File: src/gsfr_pkg.sv
package gsfr_pkg;

  localparam int OP_W      = 2;
  localparam int STATUS_W  = 2;
  localparam int MS_W      = 20;
  localparam int WAIT_W    = 16;
  localparam int COUNT_W   = 4;

  // operation codes
  localparam logic [OP_W-1:0] OP_START = 2'd0;
  localparam logic [OP_W-1:0] OP_BYTE  = 2'd1;
  localparam logic [OP_W-1:0] OP_TICK  = 2'd2;
  localparam logic [OP_W-1:0] OP_NONE  = 2'd3;

  // result status codes
  localparam logic [STATUS_W-1:0] ST_OK      = 2'd0;
  localparam logic [STATUS_W-1:0] ST_WARMUP  = 2'd1;
  localparam logic [STATUS_W-1:0] ST_TIMEOUT = 2'd2;

  localparam logic [7:0]         START_BYTE   = 8'hFF;
  localparam logic [MS_W-1:0]    MS_MAX       = {MS_W{1'b1}};
  localparam logic [COUNT_W-1:0] CHECKSUM_POS = 4'd8;

  // frame byte positions
  localparam logic [COUNT_W-1:0] POS_GAS     = 4'd1;
  localparam logic [COUNT_W-1:0] POS_DEC     = 4'd3;
  localparam logic [COUNT_W-1:0] POS_CONC_HI = 4'd4;
  localparam logic [COUNT_W-1:0] POS_CONC_LO = 4'd5;
  localparam logic [COUNT_W-1:0] POS_FS_HI   = 4'd6;
  localparam logic [COUNT_W-1:0] POS_FS_LO   = 4'd7;

  typedef struct packed {
    logic [15:0]         full_scale_tenths;
    logic [15:0]         concentration_tenths;
    logic [7:0]          decimal_places;
    logic [7:0]          gas_code;
    logic [STATUS_W-1:0] status;
  } result_t;

endpackage

File: src/gas_sensor_frame_receiver.sv
// Gas sensor frame receiver.
// Slave stream carries one word per event: tuser holds the operation
// (start request, received UART byte, one-millisecond tick), tdata holds
// the byte and the request timeout. The block hunts for the 0xFF start
// byte, gathers eight more bytes and checks the negated-sum checksum.
// A good frame ends the request with one result word; a bad one sends
// it back to hunting. A tick that reaches the timeout ends the request
// with a timeout status. Frames taken before warmup_ms ticks have passed
// since reset report a warm-up status with zero data.
// Master stream: tuser holds status, tdata the frame fields.
// An accepted word lands in the input register and is decoded from there
// into the result register, which drives the master side. Throughput:
// one word per cycle while results are taken; the decode is a single pass
// through the state update between the input and the result register.
// Reset clears both stages' valid flags and all request/timing state.
// When the master side stalls with a result held, the input register
// still drains if the word it holds produces no result; otherwise
// tready drops until the result is taken.
module gas_sensor_frame_receiver (
  input  logic        clk,
  input  logic        rst,
  // configuration: warmup_ms
  input  logic        cfg_wr_en,
  input  logic [19:0] cfg_wr_data,
  // slave stream
  input  logic        s_axis_tvalid,
  output logic        s_axis_tready,
  input  logic [23:0] s_axis_tdata,   // [7:0] data_byte, [23:8] wait_limit_ms
  input  logic [1:0]  s_axis_tuser,   // [1:0] operation
  // master stream
  output logic        m_axis_tvalid,
  input  logic        m_axis_tready,
  output logic [47:0] m_axis_tdata,   // [7:0] gas_code, [15:8] decimal_places,
                                      // [31:16] concentration_tenths,
                                      // [47:32] full_scale_tenths
  output logic [1:0]  m_axis_tuser    // [1:0] status
);

  logic [gsfr_pkg::MS_W-1:0]   warmup_ms;

  // input register
  logic                        in_valid;
  logic [gsfr_pkg::OP_W-1:0]   in_op;
  logic [7:0]                  in_byte;
  logic [gsfr_pkg::WAIT_W-1:0] in_limit;

  // result register
  logic                        out_valid;
  gsfr_pkg::result_t           out_res;

  logic                        fire;
  logic                        res_valid;
  gsfr_pkg::result_t           res;

  // the decode stage only stalls when its result cannot be stored
  assign fire          = in_valid && (!out_valid || m_axis_tready || !res_valid);
  assign s_axis_tready = !in_valid || fire;

  always_ff @(posedge clk) begin
    if (rst) begin
      warmup_ms <= '0;
    end else if (cfg_wr_en) begin
      warmup_ms <= cfg_wr_data;
    end
  end

  always_ff @(posedge clk) begin
    if (rst) begin
      in_valid <= 1'b0;
    end else if (s_axis_tready) begin
      in_valid <= s_axis_tvalid;
    end
  end

  always_ff @(posedge clk) begin
    if (s_axis_tvalid && s_axis_tready) begin
      in_op    <= s_axis_tuser;
      in_byte  <= s_axis_tdata[7:0];
      in_limit <= s_axis_tdata[23:8];
    end
  end

  gsfr_core u_core (
    .clk           (clk),
    .rst           (rst),
    .fire          (fire),
    .operation     (in_op),
    .data_byte     (in_byte),
    .wait_limit_ms (in_limit),
    .warmup_ms     (warmup_ms),
    .res_valid     (res_valid),
    .res           (res)
  );

  always_ff @(posedge clk) begin
    if (rst) begin
      out_valid <= 1'b0;
    end else if (fire && res_valid) begin
      out_valid <= 1'b1;
    end else if (m_axis_tready) begin
      out_valid <= 1'b0;
    end
  end

  always_ff @(posedge clk) begin
    if (fire && res_valid) begin
      out_res <= res;
    end
  end

  assign m_axis_tvalid = out_valid;
  assign m_axis_tuser  = out_res.status;
  assign m_axis_tdata  = {out_res.full_scale_tenths, out_res.concentration_tenths,
                          out_res.decimal_places, out_res.gas_code};

endmodule

File: src/gsfr_core.sv
module gsfr_core (
  input  logic                          clk,
  input  logic                          rst,
  input  logic                          fire,
  input  logic [gsfr_pkg::OP_W-1:0]     operation,
  input  logic [7:0]                    data_byte,
  input  logic [gsfr_pkg::WAIT_W-1:0]   wait_limit_ms,
  input  logic [gsfr_pkg::MS_W-1:0]     warmup_ms,
  output logic                          res_valid,
  output gsfr_pkg::result_t             res
);

  logic                               request_active, request_active_next;
  logic                               collecting, collecting_next;
  logic [gsfr_pkg::COUNT_W-1:0]       byte_count, byte_count_next;
  logic [7:0]                         running_sum, running_sum_next;
  logic [7:0]                         gas_hold, gas_hold_next;
  logic [7:0]                         decimals_hold, decimals_hold_next;
  logic [15:0]                        concentration_hold, concentration_hold_next;
  logic [15:0]                        full_scale_hold, full_scale_hold_next;
  logic [gsfr_pkg::WAIT_W-1:0]        timeout_limit, timeout_limit_next;
  logic [gsfr_pkg::WAIT_W-1:0]        elapsed_wait, elapsed_wait_next;
  logic [gsfr_pkg::MS_W-1:0]          ms_since_reset, ms_since_reset_next;
  logic [gsfr_pkg::WAIT_W:0]          elapsed_inc;
  logic [7:0]                         checksum;

  assign elapsed_inc = {1'b0, elapsed_wait} + {{gsfr_pkg::WAIT_W{1'b0}}, 1'b1};
  assign checksum    = 8'd0 - running_sum;

  always_comb begin
    request_active_next     = request_active;
    collecting_next         = collecting;
    byte_count_next         = byte_count;
    running_sum_next        = running_sum;
    gas_hold_next           = gas_hold;
    decimals_hold_next      = decimals_hold;
    concentration_hold_next = concentration_hold;
    full_scale_hold_next    = full_scale_hold;
    timeout_limit_next      = timeout_limit;
    elapsed_wait_next       = elapsed_wait;
    ms_since_reset_next     = ms_since_reset;
    res_valid               = 1'b0;
    res                     = '0;

    unique case (operation)
      gsfr_pkg::OP_START: begin
        request_active_next = 1'b1;
        collecting_next     = 1'b0;
        byte_count_next     = '0;
        running_sum_next    = '0;
        timeout_limit_next  = wait_limit_ms;
        elapsed_wait_next   = '0;
      end
      gsfr_pkg::OP_BYTE: begin
        if (request_active) begin
          if (!collecting) begin
            if (data_byte == gsfr_pkg::START_BYTE) begin
              collecting_next  = 1'b1;
              byte_count_next  = gsfr_pkg::COUNT_W'(1);
              running_sum_next = '0;
            end
          end else if (byte_count < gsfr_pkg::CHECKSUM_POS) begin
            running_sum_next = running_sum + data_byte;
            byte_count_next  = byte_count + gsfr_pkg::COUNT_W'(1);
            if (byte_count == gsfr_pkg::POS_GAS)     gas_hold_next = data_byte;
            if (byte_count == gsfr_pkg::POS_DEC)     decimals_hold_next = data_byte;
            if (byte_count == gsfr_pkg::POS_CONC_HI) concentration_hold_next[15:8] = data_byte;
            if (byte_count == gsfr_pkg::POS_CONC_LO) concentration_hold_next[7:0] = data_byte;
            if (byte_count == gsfr_pkg::POS_FS_HI)   full_scale_hold_next[15:8] = data_byte;
            if (byte_count == gsfr_pkg::POS_FS_LO)   full_scale_hold_next[7:0] = data_byte;
          end else begin
            // checksum byte: either way go back to hunting
            collecting_next  = 1'b0;
            byte_count_next  = '0;
            running_sum_next = '0;
            if (checksum == data_byte) begin
              request_active_next = 1'b0;
              res_valid           = 1'b1;
              if (ms_since_reset < warmup_ms) begin
                res.status = gsfr_pkg::ST_WARMUP;
              end else begin
                res.status               = gsfr_pkg::ST_OK;
                res.gas_code             = gas_hold;
                res.decimal_places       = decimals_hold;
                res.concentration_tenths = concentration_hold;
                res.full_scale_tenths    = full_scale_hold;
              end
            end
          end
        end
      end
      gsfr_pkg::OP_TICK: begin
        if (ms_since_reset != gsfr_pkg::MS_MAX) begin
          ms_since_reset_next = ms_since_reset + gsfr_pkg::MS_W'(1);
        end
        if (request_active) begin
          if (elapsed_inc >= {1'b0, timeout_limit}) begin
            elapsed_wait_next   = timeout_limit;
            request_active_next = 1'b0;
            collecting_next     = 1'b0;
            byte_count_next     = '0;
            running_sum_next    = '0;
            res_valid           = 1'b1;
            res.status          = gsfr_pkg::ST_TIMEOUT;
          end else begin
            elapsed_wait_next = elapsed_inc[gsfr_pkg::WAIT_W-1:0];
          end
        end
      end
      gsfr_pkg::OP_NONE: begin
      end
      default: begin
      end
    endcase
  end

  always_ff @(posedge clk) begin
    if (rst) begin
      request_active <= 1'b0;
      collecting     <= 1'b0;
      byte_count     <= '0;
      running_sum    <= '0;
      timeout_limit  <= '0;
      elapsed_wait   <= '0;
      ms_since_reset <= '0;
    end else if (fire) begin
      request_active <= request_active_next;
      collecting     <= collecting_next;
      byte_count     <= byte_count_next;
      running_sum    <= running_sum_next;
      timeout_limit  <= timeout_limit_next;
      elapsed_wait   <= elapsed_wait_next;
      ms_since_reset <= ms_since_reset_next;
    end
  end

  // frame fields are always written before a good checksum, no reset needed
  always_ff @(posedge clk) begin
    if (fire) begin
      gas_hold           <= gas_hold_next;
      decimals_hold      <= decimals_hold_next;
      concentration_hold <= concentration_hold_next;
      full_scale_hold    <= full_scale_hold_next;
    end
  end

endmodule
File: config.mk
export PLATFORM = sky130hd
export DESIGN_NAME = gas_sensor_frame_receiver
export DESIGN_NICKNAME = d
export VERILOG_FILES = /design/src/gsfr_pkg.sv /design/src/gas_sensor_frame_receiver.sv /design/src/gsfr_core.sv
export SDC_FILE = /design/constraint.sdc
export NUM_CORES = 1
export LEC_CHECK = 0
export BUFFER_PORTS_ARGS = -buffer_cell sky130_fd_sc_hd__buf_4
export CAP_MARGIN = 0
export CORE_MARGIN = 4
export CORE_UTILIZATION = 53
export CTS_CLUSTER_SIZE = 30
export DETAILED_ROUTE_END_ITERATION = 16
export HOLD_SLACK_MARGIN = 0.03
export PLACE_DENSITY = 0.73
export SYNTH_ARGS = -nofsm -noshare
export SYNTH_HDL_FRONTEND = slang
export SYNTH_HIERARCHICAL = 1
export SYNTH_SLANG_ARGS = --single-unit
File: constraint.sdc
create_clock -name clk -period 6.3 [get_ports clk]
set_input_delay 1.26 -clock clk [delete_from_list [all_inputs] [get_ports clk]]
set_output_delay 1.26 -clock clk [all_outputs]
set_load 0.01 [all_outputs]
==> metrics.md, run 1 <==
| Metric | Value |
|---|---|
| Routed wire length | around 19,000 um |
| Clock buffer depth | 3 |
| First-pass GRT wire length | between 30,000 and 40,000 um |
| CP Capture Type | flip-flop |
| Slew HR | 24.9% |
| Initial core utilization | a little over half |
| Nets | approximately 1,100 |
| Final setup margin | between 1000 and 1500 ps |
| Crit share post-route | 82.9% |
| Synth unique cells | 59 |
| Dpl cells | between 1,000 and 1,500 |
| Crit path cell chain | ha_1, nand3_2, nor3_2, nand4_1, xnor2_1, ha_1, a21o_1, a221oi_1, and4_1, nand2_1, and3_1, a21boi_0, nand3_1, or2_2, nor2_1, a32o_1, a221o_1 |
| PD cells | ~270 nW/um^2 |
| Synth Area in Compound Gates | 8.25% |
| Pre-CTS setup slack | 1090 ps |
| Reg clk slew, reported paths | ~60 ps |
| Post-CTS setup buffers | 0 |
| Num rows | 48 |
| WP buf/inv | 0 |
| Syn Nets | about 960 |
| CP delay by family, top | simple AND/OR/NAND/NOR gates |
| Largest net degree at the start of global routing | 80 |
| Fmax | 0.192 GHz |
| Synth Flop Type | edfxtp_1 |
| Worst skew pair latency | 500 ps |
| Leakage | roughly 4.3 nW |
| CP required | ~6700 ps |
| Hpwl dp | around 13,000 um |
| Synth Instances | roughly 860 |
| DRT Pass-1 Iters | 8 |
| Seq cells post-synth | between 200 and 250 |
| Largest family of logic cells by synthesized area | simple AND/OR/NAND/NOR gates |
| Drt drc | 0 |
| Mux cell area share after synthesis | 2.55% |
| Total GRT Usage | between 10% and 20% |
| Post-Synth Adder-Cell Area | 7.17% |
| Final setup vio count | 0 |
| Xor and xnor area share after synthesis | 3.94% |
| Global route overflow | 0 |
| Number of flops mapped to enable cells by yosys | ~120 |
| Outcome | finished clean |
| Clock period minus worst slack | ~5200 ps |
| Fin cells | 1,186 |
| Initial DRC count | 429 |
| Hold_buf cts | 0 |
| Syn_area_per_cell | 11.1 sq um |
| Final count of hold timing violations | 0 |
| Most common cell after layout, fill and taps aside | edfxtp_1 |
| Maximum net fanout on the critical path | 11 |
| Ys Warns | 6 |
| Port bufs | around 100 |
| CP peak stage delay | between 600 and 700 ps |
| Die X | about 140 um |
| Fillers | roughly 1,400 |
| Multi-input gate area | 3670 sq um |
| Post-route antenna net violation count | 0 |
| Register area share after synthesis | 57.5% |
| FF+latch area | 5490 sq um |
| Hold/Removal Path Class | reg2reg |
| Peak supply drop | 254 uV |
| Most frequent cells in the layout | 124 x edfxtp_1, 107 x buf_4, 88 x dfxtp_1 |
| Post-Syn Area | about 9500 sq um |
| Most common cell on crit path | ha_1 |
| Clk root buf | clkbuf_16 |
| Worst-margin pin slew | 1130 ps |
| Core area | around 17,000 sq um |
| Final GP Congestion | 0.902 |
| Post-Synth Simple-Gate Area | 16.5% |
| RSZ-0062 raised after global routing | false |
| Die ar. | between 20,000 and 25,000 sq um |
| Wire per inst | ~16 um |
| Share of cells above drive strength 1 | between 10% and 20% |
| Slowest cell on crit path | a21boi_0 |
| Via count | around 6,500 |
| Via/cell ratio | between 5 and 6 |
| Number of max-cap violations | 0 |
| Setup crit start kind | flip-flop |
| Setup TNS | 0 ps |
| Worst Path Arrival | roughly 5700 ps |
| Async set-or-reset flop fraction in the synthesized netlist | 0% |
| Worst Skew | 15.5 ps |
| N_diodes | 0 |
| Sink Count | 212 |
| Area Overhead vs Synth | 17.1% |
| Die Height | approximately 140 um |
| CP Class | reg2reg |
| Final core utilization | a little under two thirds |
| Num CTS Buffers | 22 |
| H-tree depth | 1 |
| IO Pins | 103 |
| Post_cts resized | 0 |
| TritonCTS clock tree | done |
| Final max-slew violation count | 0 |
| Number of global-route vias before repair | 6,146 |
| Antenna violations before repair | 0 |
[metal layers]
| layer | GRT usage, % | routed length, um | vias up |
|---|---|---|---|
| met5 | 0 | 0 | - |
| met4 | 5.51 | 370 | 0 |
| met3 | 3.29 | 1150 | 31 |
| met2 | 30.2 | 8710 | 191 |
| met1 | 25.5 | 8520 | 2983 |
| li1 | - | - | 3256 |
[cell usage after synthesis, types with 20 or more instances]
cell type / instances / area (sq um)
o21ai_0: 26 / 130
nand3_1: 20 / 100
dfxtp_1: 88 / 1760
mux2i_1: 22 / 220
nand2_1: 74 / 278
clkbuf_1: 22 / 82.6
inv_1: 49 / 184
nand4_1: 20 / 125
nor2_1: 75 / 282
and3_1: 60 / 375
xnor2_1: 25 / 219
edfxtp_1: 124 / 3720
ha_1: 53 / 663
a21oi_1: 56 / 280
[power by group]
part | internal [W] | switching (W) | leakage [nW]
clock network | 0.000812 | 0.000507 | 0.361
registers | 0.00149 | 0.0000257 | 1.75
logic | 0.0000624 | 0.0000848 | 2.24
total | 0.00236 | 0.000618 | 4.35
[cells by family (layout without fill, tap and decap cells)]
family / after synthesis / count (layout)
AOI/OAI and AO/OA: 128 / 128
adders and majority gates: 54 / 54
xor gates and xnor gates: 42 / 42
and+or+nand+nor: 306 / 306
DFF: 212 / 212
buffers and inverters: 91 / 195
muxes: 24 / 24
[registers in the layout, indices dropped and copies added (netlist names), 16 cells and up]
| register | cells |
|---|---|
| in_limit | 16 |
| warmup_ms | 20 |
| u_core/elapsed_wait | 16 |
| u_core/full_scale_hold | 16 |
| m_axis_tdata | 48 |
| u_core/ms_since_reset | 20 |
| u_core/concentration_hold | 16 |
| u_core/timeout_limit | 16 |
[metrics by stage]
step	total power (W)	cell area [sq um]	hold slack [ps]
after floorplan	0.00163	9530	425
after global placement	0.00169	10400	442
after detailed placement	0.00169	10400	449
after CTS	0.00302	11200	457
after global routing	0.00310	11200	492
final	0.00298	11200	459
[path summary, 6_finish.rpt]
check | from | to | slack [ps] | cells past startpoint
worst min-delay path | u_core/timeout_limit[2] | u_core/timeout_limit[2] | 460 | 2
worst max-delay path | u_core/elapsed_wait[0] | u_core/elapsed_wait[3] | 1080 | 17
worst min register to register | u_core/timeout_limit[2] | u_core/timeout_limit[2] | 460 | 2
worst max register to register | u_core/elapsed_wait[0] | u_core/elapsed_wait[3] | 1080 | 17
[layout make-up]
cell class                 count  area share [%]
sequential                   212            49.1
tap                          225            2.52
clock inverter                 8            1.02
multi-input combinational    554            32.9
timing repair buffer         107            7.20
inverter                      49            1.65
clock buffer                  31            5.60
[tightest hold or removal path: stages (launching register included)]
cell and delay (ps):
dfxtp_1 310, nand2_1 50, a21oi_1 50
Note: power is estimated with default switching activity, not from simulation.
==> inputs of run 2 (changes only) <==
PLACE_DENSITY = 0.76   (was 0.73)
clock period = 4.65 ns   (was 6.3 ns; I/O delays follow)
==> run 2 against run 1 <==
Against the previous run:
- die area stayed put
- non-clock buffer count is 12 higher
- register-to-register slack worse by 720 ps
- critical path depth is 3 lower
- global-route usage is 0.77 points lower
- final cell count is 1.1% higher
- largest cell class unchanged
==> metrics.md, run 2 (synthesis gave the netlist of run 1 again) <==
| Metric | Value |
|---|---|
| Outcome | finished clean |
| Maximum net fanout on the critical path | 6 |
| Nets | approximately 1,100 |
| Initial DRC count | 455 |
| Crit share post-route | 96.0% |
| Leakage | about 4.4 nW |
| Final setup vio count | 0 |
| Hpwl dp | between 10,000 and 15,000 um |
| Final Power | between 0.003 and 0.004 W |
| Initial core utilization | a little over half |
| CP required | roughly 3700 ps |
| Area Overhead vs Synth | 18.0% |
| Final core utilization | ~64% |
| Via/cell ratio | between 5 and 6 |
| Antenna violations before repair | 0 |
| PD cells | between 300 and 400 nW/um^2 |
| Num rows | between 40 and 50 |
| Sink Count | about 210 |
| H-tree depth | 1 |
| Die Height | 142 um |
| Fin cells | 1,199 |
| Port bufs | between 100 and 150 |
| Dpl cells | 1,157 |
| Die X | 142 um |
| Number of max-cap violations | 0 |
| Total GRT Usage | between 15 and 20% |
| Worst Skew | slightly below 8 ps |
| Reg2reg setup slack | about 360 ps |
| Number of global-route vias before repair | ~6,000 |
| Final count of hold timing violations | 0 |
| Clk root buf | clkbuf_16 |
| Reg2reg end | u_core/elapsed_wait[3] |
| CP Class | reg2out |
| R2R Path Start | u_core/elapsed_wait[0] |
| Fmax | between 0.2 and 0.25 GHz |
| Final max-slew violation count | 0 |
| CP Launch Point | u_core/elapsed_wait[0] |
| Wire per inst | around 15 um |
| Most common cell after layout, fill and taps aside | edfxtp_1 |
| Worst Path Arrival | about 3500 ps |
| Setup crit start kind | flip-flop |
| Core area | 17,500 sq um |
| Clock buffer depth | 3 |
| First-pass GRT wire length | between 20,000 and 30,000 um |
| CP Capture Type | primary output |
| Hold/Removal Path Class | reg2reg |
| Most frequent cells in the layout | 124 x edfxtp_1, 118 x buf_4, 85 x dfxtp_1 |
| Post-route antenna net violation count | 0 |
| Routed wire length | roughly 18,000 um |
| TritonCTS clock tree | done |
| Post-route cell area | 11,300 sq um |
| Drt drc | 0 |
| Hold_buf cts | 0 |
| Largest net degree at the start of global routing | 54 |
| Critical Path Sink | s_axis_tready |
| Worst skew pair latency | around 490 ps |
| Slew HR | a little over a quarter |
| Clock period minus worst slack | roughly 4500 ps |
| Num CTS Buffers | 22 |
| IO Pins | 103 |
| Worst-margin pin slew | roughly 1100 ps |
| Share of cells above drive strength 1 | roughly 18% |
| Max FFs per register | 48 |
| Global route overflow | 0 |
| Peak supply drop | about 290 uV |
| Final GP Congestion | roughly 0.84 |
| Placed cell areas | roughly 10,000 sq um |
| Via count | between 6,000 and 7,000 |
| DRT Pass-1 Iters | 6 |
| Hold depth | 2 |
| Register-to-Register Path Depth | 19 |
| Reg clk slew, reported paths | 60 ps |
| N_diodes | 0 |
| Die ar. | 20,200 sq um |
| Hold_ws | between 400 and 500 ps |
==> run 2: cell types whose count changed in the layout (fill, tap and decap cells not counted), sizes merged <==
cell / before / now
buf: 107 / 119
bufinv: 3 / 1
clkbuf: 31 / 33
inv: 49 / 50
==> run 2: through the flow <==
step	TNS [ps]	setup WS, ps
detailed placement	0	113
global route	-28.0	-28.0
CTS	0	6.57
floorplan	0	58.7
global placement	0	248
finish	0	185
==> run 2: repair_timing <==
action / CTS / global route
pin swaps: 0 / 1
resized for setup: 1 / 10
hold endpoints to repair: 0 / 0
setup buffers: 0 / 1
endpoints found under the setup margin: 1 / 81
==> run 2: how the worst min path moves through the flow <==
stage,to,startpoint
5_1_grt,u_core/timeout_limit[6],u_core/timeout_limit[6]
4_1_cts,u_core/timeout_limit[6],u_core/timeout_limit[6]
2_1_floorplan,u_core/elapsed_wait[15],u_core/elapsed_wait[15]
3_5_place_dp,u_core/timeout_limit[2],u_core/timeout_limit[2]
3_3_place_gp,u_core/timeout_limit[14],u_core/timeout_limit[14]
6_report,u_core/timeout_limit[12],u_core/timeout_limit[12]
==> run 2: power breakdown <==
group	switching, W	internal [W]	leakage (nW)
combinational	0.000118	0.0000881	2.33
sequential	0.0000323	0.00202	1.75
clock	0.000667	0.000987	0.337
==> run 2: layer usage <==
layer	track usage [%]	up-vias	share of wire, %
li1	-	3279	-
met5	0	-	0
met4	4.49	0	1.7
met1	24.1	3003	44
met3	2.92	26	6.1
met2	29.9	166	48
==> run 2: area by class of cell <==
type | count | area [sq um]
clock buffers | 33 | 626
clock inverters | 7 | 63.8
fillers | 1376 | 6220
inverters | 49 | 184
multi-input cells | 554 | 3710
flip-flops and latches | 212 | 5490
well taps | 225 | 282
repair buffers | 119 | 897
==> run 2: worst max-delay path, cell delays in order, from the launching register on <==
cell and delay [ps]:
dfxtp_2 370, ha_1 240, nand3_4 130, nor3_4 190
nand4_1 200, xnor2_2 200, ha_1 300, nand3_1 140
nor3_2 240, o31ai_1 130, and4_1 250, nand2_1 60
and3_1 190, nand4b_1 180, buf_4 210
